--- src/assert_macros.svh ---
// ----------------------------------------------------------------------------
// assert_macros.svh
// Concurrent assertion helpers shared by the RTL.
// ----------------------------------------------------------------------------
`ifndef ASSERT_MACROS_SVH
`define ASSERT_MACROS_SVH

// same-cycle implication, disabled during reset
`define ASSERT_IMPLIES(lbl, clk_sig, rstn_sig, ante, cons) \
    lbl: assert property (@(posedge clk_sig) disable iff (!rstn_sig) (ante) |-> (cons)) \
        else $error("implication check failed");

// next-cycle implication, disabled during reset
`define ASSERT_NEXT(lbl, clk_sig, rstn_sig, ante, cons) \
    lbl: assert property (@(posedge clk_sig) disable iff (!rstn_sig) (ante) |=> (cons)) \
        else $error("next-cycle check failed");

`endif

--- src/urzc_pkg.sv ---
// ----------------------------------------------------------------------------
// urzc_pkg
// Types and constants for the ultrasonic range zone classifier.
// ----------------------------------------------------------------------------
`default_nettype none

package urzc_pkg;

    localparam int URZC_ELAPSED_BITS = 24;
    localparam int PHASE_CNT_W       = 16;
    localparam int FRAC_W            = 16;
    localparam int DIST_W            = 10;
    localparam int ZONE_W            = 2;
    localparam int CFG_DATA_W        = 16;
    localparam int CFG_IDX_W         = 3;

    localparam logic [CFG_IDX_W-1:0] CFG_TRIGGER_TICKS = 3'd0;
    localparam logic [CFG_IDX_W-1:0] CFG_ECHO_TIMEOUT  = 3'd1;
    localparam logic [CFG_IDX_W-1:0] CFG_CM_PER_TICK   = 3'd2;
    localparam logic [CFG_IDX_W-1:0] CFG_NEAR_CM       = 3'd3;
    localparam logic [CFG_IDX_W-1:0] CFG_CLOSE_CM      = 3'd4;
    localparam logic [CFG_IDX_W-1:0] CFG_MAX_CM        = 3'd5;

    localparam logic [ZONE_W-1:0] ZONE_CLEAR = 2'd0;
    localparam logic [ZONE_W-1:0] ZONE_CLOSE = 2'd1;
    localparam logic [ZONE_W-1:0] ZONE_NEAR  = 2'd2;

    typedef struct packed {
        logic [9:0]  trigger_ticks;
        logic [15:0] echo_timeout_ticks;
        logic [15:0] cm_per_tick_q16;
        logic [9:0]  near_cm;
        logic [9:0]  close_cm;
        logic [9:0]  max_cm;
    } cfg_t;

    localparam cfg_t CFG_RESET = '{
        trigger_ticks:      10'd20,
        echo_timeout_ticks: 16'd10000,
        cm_per_tick_q16:    16'd1134,
        near_cm:            10'd20,
        close_cm:           10'd40,
        max_cm:             10'd400
    };

    typedef struct packed {
        logic start_request;
        logic echo_level;
    } in_beat_t;

    typedef struct packed {
        logic              trigger_out;
        logic              busy_res;
        logic              done_res;
        logic              no_echo;
        logic [DIST_W-1:0] distance_cm;
        logic [ZONE_W-1:0] zone;
    } out_beat_t;

endpackage

`default_nettype wire

--- src/urzc_meas.sv ---
// ----------------------------------------------------------------------------
// urzc_meas
// Measurement sequencer: trigger, echo wait, echo timing, distance and zone.
// Distance is the elapsed count times cm_per_tick, formed on the echo-fall beat.
// ----------------------------------------------------------------------------
`default_nettype none

module urzc_meas
    import urzc_pkg::*;
#(
    parameter int ELAPSED_BITS = URZC_ELAPSED_BITS
) (
    input  wire logic      clk,
    input  wire logic      rst_n,
    input  wire logic      step,
    input  wire in_beat_t  in_beat,
    input  wire cfg_t      cfg,
    output out_beat_t      result
);

    localparam int PROD_W = ELAPSED_BITS + FRAC_W;

    typedef enum logic [1:0] {
        PH_IDLE,
        PH_TRIG,
        PH_RISE,
        PH_FALL
    } phase_t;

    phase_t                    phase_reg, phase_next;
    logic [PHASE_CNT_W-1:0]    phase_count_reg, phase_count_next, pc_inc;
    logic [ELAPSED_BITS-1:0]   elapsed_reg, elapsed_next;
    logic [PROD_W-1:0]         prod;
    logic [DIST_W-1:0]         distance_reg, distance_next;
    logic [ZONE_W-1:0]         zone_reg, zone_next;
    logic [ELAPSED_BITS-1:0]   whole;
    logic                      trig, done, noecho;

    assign prod  = {{FRAC_W{1'b0}}, elapsed_reg}
                 * {{ELAPSED_BITS{1'b0}}, cfg.cm_per_tick_q16};
    assign whole = prod[PROD_W-1:FRAC_W];

    always_comb
    begin
        phase_next       = phase_reg;
        phase_count_next = phase_count_reg;
        elapsed_next     = elapsed_reg;
        distance_next    = distance_reg;
        zone_next        = zone_reg;
        trig             = 1'b0;
        done             = 1'b0;
        noecho           = 1'b0;

        if (phase_reg == PH_IDLE && in_beat.start_request)
        begin
            phase_next       = PH_TRIG;
            phase_count_next = '0;
            elapsed_next     = '0;
        end

        pc_inc = phase_count_next + 16'd1;

        unique case (phase_next)
            PH_TRIG:
            begin
                trig             = 1'b1;
                phase_count_next = pc_inc;
                if (pc_inc >= {6'd0, cfg.trigger_ticks})
                begin
                    phase_next       = PH_RISE;
                    phase_count_next = '0;
                end
            end
            PH_RISE:
            begin
                if (elapsed_next != '1)
                begin
                    elapsed_next = elapsed_next + ELAPSED_BITS'(1);
                end
                if (in_beat.echo_level)
                begin
                    phase_next = PH_FALL;
                end
                else
                begin
                    phase_count_next = pc_inc;
                    if (pc_inc >= cfg.echo_timeout_ticks || pc_inc == '0)
                    begin
                        phase_next       = PH_IDLE;
                        phase_count_next = '0;
                        done             = 1'b1;
                        noecho           = 1'b1;
                    end
                end
            end
            PH_FALL:
            begin
                if (in_beat.echo_level)
                begin
                    if (elapsed_next != '1)
                    begin
                        elapsed_next = elapsed_next + ELAPSED_BITS'(1);
                    end
                end
                else
                begin
                    distance_next = (whole > {{(ELAPSED_BITS-DIST_W){1'b0}}, {DIST_W{1'b1}}})
                                  ? {DIST_W{1'b1}} : whole[DIST_W-1:0];
                    if (prod <= {{(PROD_W-DIST_W-FRAC_W){1'b0}}, cfg.max_cm, 16'h0000})
                    begin
                        if (whole < {{(ELAPSED_BITS-DIST_W){1'b0}}, cfg.close_cm})
                        begin
                            zone_next = (whole < {{(ELAPSED_BITS-DIST_W){1'b0}}, cfg.near_cm})
                                      ? ZONE_NEAR : ZONE_CLOSE;
                        end
                        else
                        begin
                            zone_next = ZONE_CLEAR;
                        end
                    end
                    phase_next       = PH_IDLE;
                    phase_count_next = '0;
                    done             = 1'b1;
                end
            end
            PH_IDLE:
            begin
            end
            default:
            begin
            end
        endcase
    end

    always_ff @(posedge clk or negedge rst_n)
    begin
        if (!rst_n)
        begin
            phase_reg       <= PH_IDLE;
            phase_count_reg <= '0;
            elapsed_reg     <= '0;
            distance_reg    <= '0;
            zone_reg        <= ZONE_CLEAR;
        end
        else if (step)
        begin
            phase_reg       <= phase_next;
            phase_count_reg <= phase_count_next;
            elapsed_reg     <= elapsed_next;
            distance_reg    <= distance_next;
            zone_reg        <= zone_next;
        end
    end

    always_comb
    begin
        result.trigger_out = trig;
        result.busy_res    = (phase_next != PH_IDLE);
        result.done_res    = done;
        result.no_echo     = noecho;
        result.distance_cm = distance_next;
        result.zone        = zone_next;
    end

endmodule

`default_nettype wire

--- src/ultrasonic_range_zone_classifier.sv ---
// Result beats are registered: valid in the cycle after the input beat is accepted.
// Throughput: one beat per cycle unless stalled; the result register frees a slot
// when its beat is taken; input is taken while out_ready is high or it is empty.
// Distance is one elapsed-by-rate multiply on the echo-fall beat, same cycle.
// Reset: asynchronous, active low; clears sequencer state, result valid and
// loads register defaults (trigger 20, timeout 10000, 1134 cm/tick Q16, 20/40/400).
// ----------------------------------------------------------------------------
// ultrasonic_range_zone_classifier
// Ultrasonic ranging with zone classification, one beat per timebase tick.
// ----------------------------------------------------------------------------
`default_nettype none

`include "assert_macros.svh"

module ultrasonic_range_zone_classifier
    import urzc_pkg::*;
#(
    parameter int ELAPSED_BITS = URZC_ELAPSED_BITS
) (
    input  wire logic                  clk,
    input  wire logic                  rst_n,
    input  wire logic                  cfg_we,
    input  wire logic [CFG_IDX_W-1:0]  cfg_index,
    input  wire logic [CFG_DATA_W-1:0] cfg_data,
    input  wire logic                  in_valid,
    output logic                       in_ready,
    input  wire in_beat_t              in_data,
    output logic                       out_valid,
    input  wire logic                  out_ready,
    output out_beat_t                  out_data
);

    cfg_t      cfg_reg;
    logic      out_valid_reg;
    out_beat_t out_data_reg;
    out_beat_t result;
    logic      step;

    assign in_ready  = out_ready || !out_valid_reg;
    assign step      = in_valid && in_ready;
    assign out_valid = out_valid_reg;
    assign out_data  = out_data_reg;

    always_ff @(posedge clk or negedge rst_n)
    begin
        if (!rst_n)
        begin
            cfg_reg <= CFG_RESET;
        end
        else if (cfg_we)
        begin
            unique case (cfg_index)
                CFG_TRIGGER_TICKS: cfg_reg.trigger_ticks      <= cfg_data[9:0];
                CFG_ECHO_TIMEOUT:  cfg_reg.echo_timeout_ticks <= cfg_data;
                CFG_CM_PER_TICK:   cfg_reg.cm_per_tick_q16    <= cfg_data;
                CFG_NEAR_CM:       cfg_reg.near_cm            <= cfg_data[9:0];
                CFG_CLOSE_CM:      cfg_reg.close_cm           <= cfg_data[9:0];
                CFG_MAX_CM:        cfg_reg.max_cm             <= cfg_data[9:0];
                default:
                begin
                end
            endcase
        end
    end

    urzc_meas #(
        .ELAPSED_BITS(ELAPSED_BITS)
    ) u_meas (
        .clk     (clk),
        .rst_n   (rst_n),
        .step    (step),
        .in_beat (in_data),
        .cfg     (cfg_reg),
        .result  (result)
    );

    always_ff @(posedge clk or negedge rst_n)
    begin
        if (!rst_n)
        begin
            out_valid_reg <= 1'b0;
        end
        else if (in_ready)
        begin
            out_valid_reg <= in_valid;
        end
    end

    always_ff @(posedge clk)
    begin
        if (step)
        begin
            out_data_reg <= result;
        end
    end

    `ASSERT_NEXT(a_accept_gives_result, clk, rst_n, step, out_valid_reg)
    `ASSERT_IMPLIES(a_noecho_with_done, clk, rst_n, out_valid_reg && out_data_reg.no_echo, out_data_reg.done_res && !out_data_reg.busy_res)
    `ASSERT_IMPLIES(a_trigger_busy, clk, rst_n, out_valid_reg && out_data_reg.trigger_out, out_data_reg.busy_res && !out_data_reg.done_res)
    `ASSERT_IMPLIES(a_zone_code, clk, rst_n, out_valid_reg, out_data_reg.zone == ZONE_CLEAR || out_data_reg.zone == ZONE_CLOSE || out_data_reg.zone == ZONE_NEAR)

endmodule

`default_nettype wire
--- config.mk ---
export PLATFORM = sky130hd
export DESIGN_NAME = ultrasonic_range_zone_classifier
export DESIGN_NICKNAME = d
export VERILOG_FILES = /design/src/urzc_pkg.sv /design/src/urzc_meas.sv /design/src/ultrasonic_range_zone_classifier.sv
export VERILOG_INCLUDE_DIRS = /design/src /design/src/src
export SDC_FILE = /design/constraint.sdc
export NUM_CORES = 1
export LEC_CHECK = 0
export ABC_CLOCK_PERIOD_IN_PS = 7090
export BUFFER_PORTS_ARGS = -buffer_cell sky130_fd_sc_hd__buf_2
export CORE_AREA = 2 2 188 190
export CTS_CLUSTER_SIZE = 24
export DETAILED_ROUTE_END_ITERATION = 8
export DIE_AREA = 0 0 190 192
export PLACE_DENSITY_LB_ADDON = 0.15
export SYNTH_ARGS = -nofsm -noshare
export SYNTH_HDL_FRONTEND = slang
export SYNTH_SLANG_ARGS = --single-unit
--- constraint.sdc ---
create_clock -name clk -period 7.09 [get_ports clk]
set_input_delay 0.709 -clock clk [delete_from_list [all_inputs] [get_ports clk]]
set_output_delay 0.709 -clock clk [all_outputs]
set_load 0.05 [all_outputs]
Word-level counts from Yosys, hierarchy flattened
Cells that the tools add are included.
- add/subtract/negate cells: 2
- $mul: 1
- order comparisons: 6
- equal/unequal tests: 9
- multiplexer cells: 29
- reductions and logical operators: 15
- operators by type and width (kind ; number):
    $mux 16 ; 5
    $mux 24 ; 3
    $lt 24x10->1 ; 2
    $pmux 16 s3 ; 1
    $pmux 24 s2 ; 1
    $le 40x26->1 ; 1
    $mul 24x16->40 ; 1
    $mux 10 ; 3
    $add 24x1->24 const B ; 1
    $gt 24x10->1 const B ; 1
    $ne 24x24->1 const B ; 1
    $mux 2 ; 10
    $add 16x1->16 const B ; 1
    $ge 16x10->1 ; 1
    $ge 16x16->1 ; 1
    $logic_not 16->1 ; 1
    $reduce_and 2->1 ; 6
    $eq 3x2->1 const B ; 2
    $eq 3x3->1 const B ; 2
    $pmux 2 s3 ; 1
    $eq 2x2->1 const B ; 2
    $mux 1 ; 4
    $eq 3x1->1 const B ; 1
    $logic_not 3->1 ; 1
    7 further kinds ; 9
- bits in registers: 143
- output and inout port bits: 18
- word-level logic and storage cells: 80

Logic depth before layout (Yosys ltp)
- depth after elaboration: 10
- mapped depth: 35
- gate-level depth less buffers: 33

By module
From an unflattened synthesis, not the netlist that was laid out.
- cell total of the unflattened synthesis: 2301
- area, all modules: 20910.1 sq um
- by module, submodules not included (module ; times used ; cells an instance ; area an instance (sq um)):
    urzc_meas ; 1 ; 2123 ; 17524.3
    ultrasonic_range_zone_classifier ; 1 ; 178 ; 3385.7

Worst setup path after synthesis
No wires, ideal clock.
- path kind: reg2reg
- start: register u_meas.elapsed_reg[2]
- end: register out_data_reg (netlist bit out_data[0]), data pin
- library setup time: 0.262 ns
- arrival: 7.563 ns
- setup slack: -0.735 ns
- stages on the path, launching flop included: 32
- path buffers: 2
- clock period less this slack: 7.825 ns
- cell sequence: dfrtp_1 -> clkbuf_1 -> clkbuf_1 -> nand2_1 -> fa_1 -> fa_1 -> inv_1 -> fa_1 -> fa_1 -> fa_1 -> inv_1 -> fa_1 -> inv_1 -> ha_1 -> a21oi_1 -> o21ai_0 -> a41oi_1 -> a21oi_1 -> a21oi_1 -> inv_1 -> a31oi_1 -> xnor2_1 -> inv_1 -> ha_1 -> inv_1 -> a2111oi_0 -> o2111ai_1 -> a2111oi_0 -> nand4_1 -> o31ai_1 -> nand4_1 -> mux2i_1
- RTL lines (what ; RTL line ; source):
    from (decl) ; urzc_meas.sv:32 ; logic [ELAPSED_BITS-1:0] elapsed_reg, elapsed_next;
    from (signal assigned) ; urzc_meas.sv:149 ; elapsed_reg <= elapsed_next;
    to (signal assigned) ; ultrasonic_range_zone_classifier.sv:93 ; out_data_reg <= result;
    to (decl) ; ultrasonic_range_zone_classifier.sv:35 ; out_beat_t out_data_reg;

==> reports/results.ini <==
[die]
start_util=0.5960
fp.dieH_microns=192
fp.dieArea_sq_um=36480
io_pins=44
rows=68
fp.dieW_microns=190
coreArea_sq_um=34290

[sta]
fin_skew_ps=16.74
relSlewSlack=0.3318
fin_setup_tns_ps=-9575
hold_viol_final=0
period_share=1.117
maxClockFrequency_mhz=126.3
rsz0062_at_grt=true
fin_ws_ps=-826.7
setup_violations=24
timing.hold.ws_ps=314.7
finalWorstPathRequiredPeriod_ps=7917
slew_viol_final=0
worst_pin_slew_ps=1002

[logic_synthesis]
synth_common_cells=inv_1 (436), nand2_1 (364), fa_1 (306)
synth_compound_gate_area_share=0.09618
syn_area_sq_um=20440
synth_top_area_share=0.2997
yosysUniqueCellTypes=80
synth_xor_area_frac=0.01971
synthArstFlopShare=0.8881
synth_top_family_by_area=adder cells
ys_top_cells_by_area=fa_1 (30%), dfrtp_1 (13%), ha_1 (10%), inv_1 (8.0%), nand2_1 (6.7%)
synth_top_area_cell=fa_1
postSynthCellCount=2309
synthSimpleGateAreaFrac=0.1736
synth_seq_cells=143
synth_mux_area_frac=0.02443
yosysMostFrequentCell=inv_1
ys.flop_type=dfrtp_1
synth_fa_ha_area_frac=0.4026
syn_area_per_cell_sq_um=8.851
yosys_warnings=0
synth_edf_count=16
synth_nets=2809
ys_seq_area_frac=0.1802

[setup_path]
r2r-end=out_data[1]
arrival_ps=8100
crit_top_cell=inv_1
reg2reg_depth=32
cp.required_ps=7270
cp-end-kind=flip-flop
worst_setup_path_start_kind=flip-flop
cp_slowest_cell=dfstp_2
slowest_delay_ps=650
r2r_slack_ps=-830
critPathKind=flip-flop to flip-flop
timing.rr.start=cfg_reg[31]
cp_max_fo=7

[layout]
syn_to_final_growth_pct=20.84
nNetsFinal=3046
design_area_sq_um=24700
layout-drive-gt1-share=0.2208
largest_reg_flops=72

[power_and_ir_drop]
vdd_drop_max_v=0.0001753
switching_power_mw=1.891
clock_power_share=0.205
power.density_nw_per_um2=177.9
combinationalPowerShare=0.529
power.leakage_nw=12.17
p_seq_frac=0.266
swShare=0.4304
p_int_mw=2.502

[place]
pre_cts_slack_ps=-1000
globalplace.congestion=0.9244
placed_area_sq_um=23370
io_buffers=43
detailed_place_hpwl_mm=43.97

[clock_network]
cts_buffer_depth=2
ctsHoldBuffers=0
cts_buffers=17
cts_tree=done
numClockSinks=143
htreeDepth=4
clk_pin_slew_ps=80
clk_latency_ps=440
cts_root_buf=clkbuf_16

[grt]
grt_usage=0.3271
grt_pass1_wl_mm=93.58
grt_max_degree=76
grt_pass1_vias=18120
antenna_found_initial=4
gr-total-overflow=0

[outcome]
violations=negative setup slack
status=complete, but fails checks

[flow_run]
maxCapViolCount=0

[min_path]
min_path_type=primary input to asynchronous set/reset pin

[routing]
drc_errors=0
wire_per_inst_microns=18.56
drt_first_pass_iters=6
ant_nets=0
num_vias=17090
avgViaCountPerCell=5.668
wirelength_mm=55.96
drt-initial-drc-count=1378

==> critical path: cells and delay by family (launching register included) <==
family	cells	cell delay (ps)
xor+xnor	1	270
buf+inv	7	650
simple gates	5	730
flops	1	650
compound gates	10	2240
mux	1	180
fa+ha+maj	8	2910
==> cell usage in the layout (no fill, tap or decap), drive strengths merged, types with 18 or more instances in the layout <==
cell,count
fa,306
nor3,23
a31oi,34
buf,335
o21ai,94
nand2,364
and2,153
inv,449
ha,168
nand4,28
dfstp,20
nand3,29
mux2,39
clkbuf,18
dfrtp,107
a21oi,66
nor2,79
xnor2,30
a21o,23
==> kinds of logic (layout without fill, tap and decap cells) <==
kind of cell             after synthesis  after routing
AO/OA/AOI/OAI                        305            305
other                                  0              1
multiplexers                          45             45
AND/OR/NAND/NOR                      742            742
XOR/XNOR                              46             46
adder cells (fa/ha/maj)              474            474
buffers and inverters                554            804
flip-flops                           143            143
==> metal layers <==
layer,vias to the layer above,share of wire,track usage
met2,650,0.49,0.5491
met1,8540,0.41,0.4409
met4,2,0.033,0.1091
li1,7756,-,-
met5,-,0.00021,0
met3,140,0.066,0.04385
==> timing repair <==
action | 4_1_cts | 5_1_grt
gates cloned | 1 | 0
setup endpoints to repair | 24 | 24
setup buffers | 23 | 11
pin swaps | 40 | 31
resized for setup | 40 | 53
==> how the worst max path moves through the flow <==
stage,endpoint,startpoint
detailed placement,out_data[1],cfg_reg[33]
finish,out_data[1],cfg_reg[31]
global placement,out_data[0],u_meas.elapsed_reg[11]
global route,out_data[1],u_meas.elapsed_reg[4]
CTS,out_data[1],cfg_reg[32]
floorplan,out_data[0],cfg_reg[31]
==> through the flow <==
step	total power, mW	util	std cells
floorplan	2.473	-	2309
global placement	3.229	0.6817	2947
detailed placement	3.294	0.6817	2947
CTS	4.266	0.7109	3003
global route	4.670	0.7202	3014
finish	4.394	0.7203	3015
==> power by group through the flow <==
stage	combinational [mW]	clock, mW	sequential, mW
global route	2.55	0.933	1.19
detailed placement	2.11	0	1.19
CTS	2.19	0.906	1.17
finish	2.32	0.901	1.17
floorplan	1.28	0	1.19
global placement	2.05	0	1.18
==> cell type report <==
cell class | count | area [sq um]
multi-input cells | 1612 | 15400
fillers | 2528 | 9592
flip-flops and latches | 143 | 3699
repair buffers | 335 | 2818
inverters | 437 | 1640
well taps | 455 | 569.3
clock buffers | 18 | 429.2
clock inverters | 14 | 136.4
diodes | 1 | 2.502
Note: power is estimated with default switching activity, not from simulation.
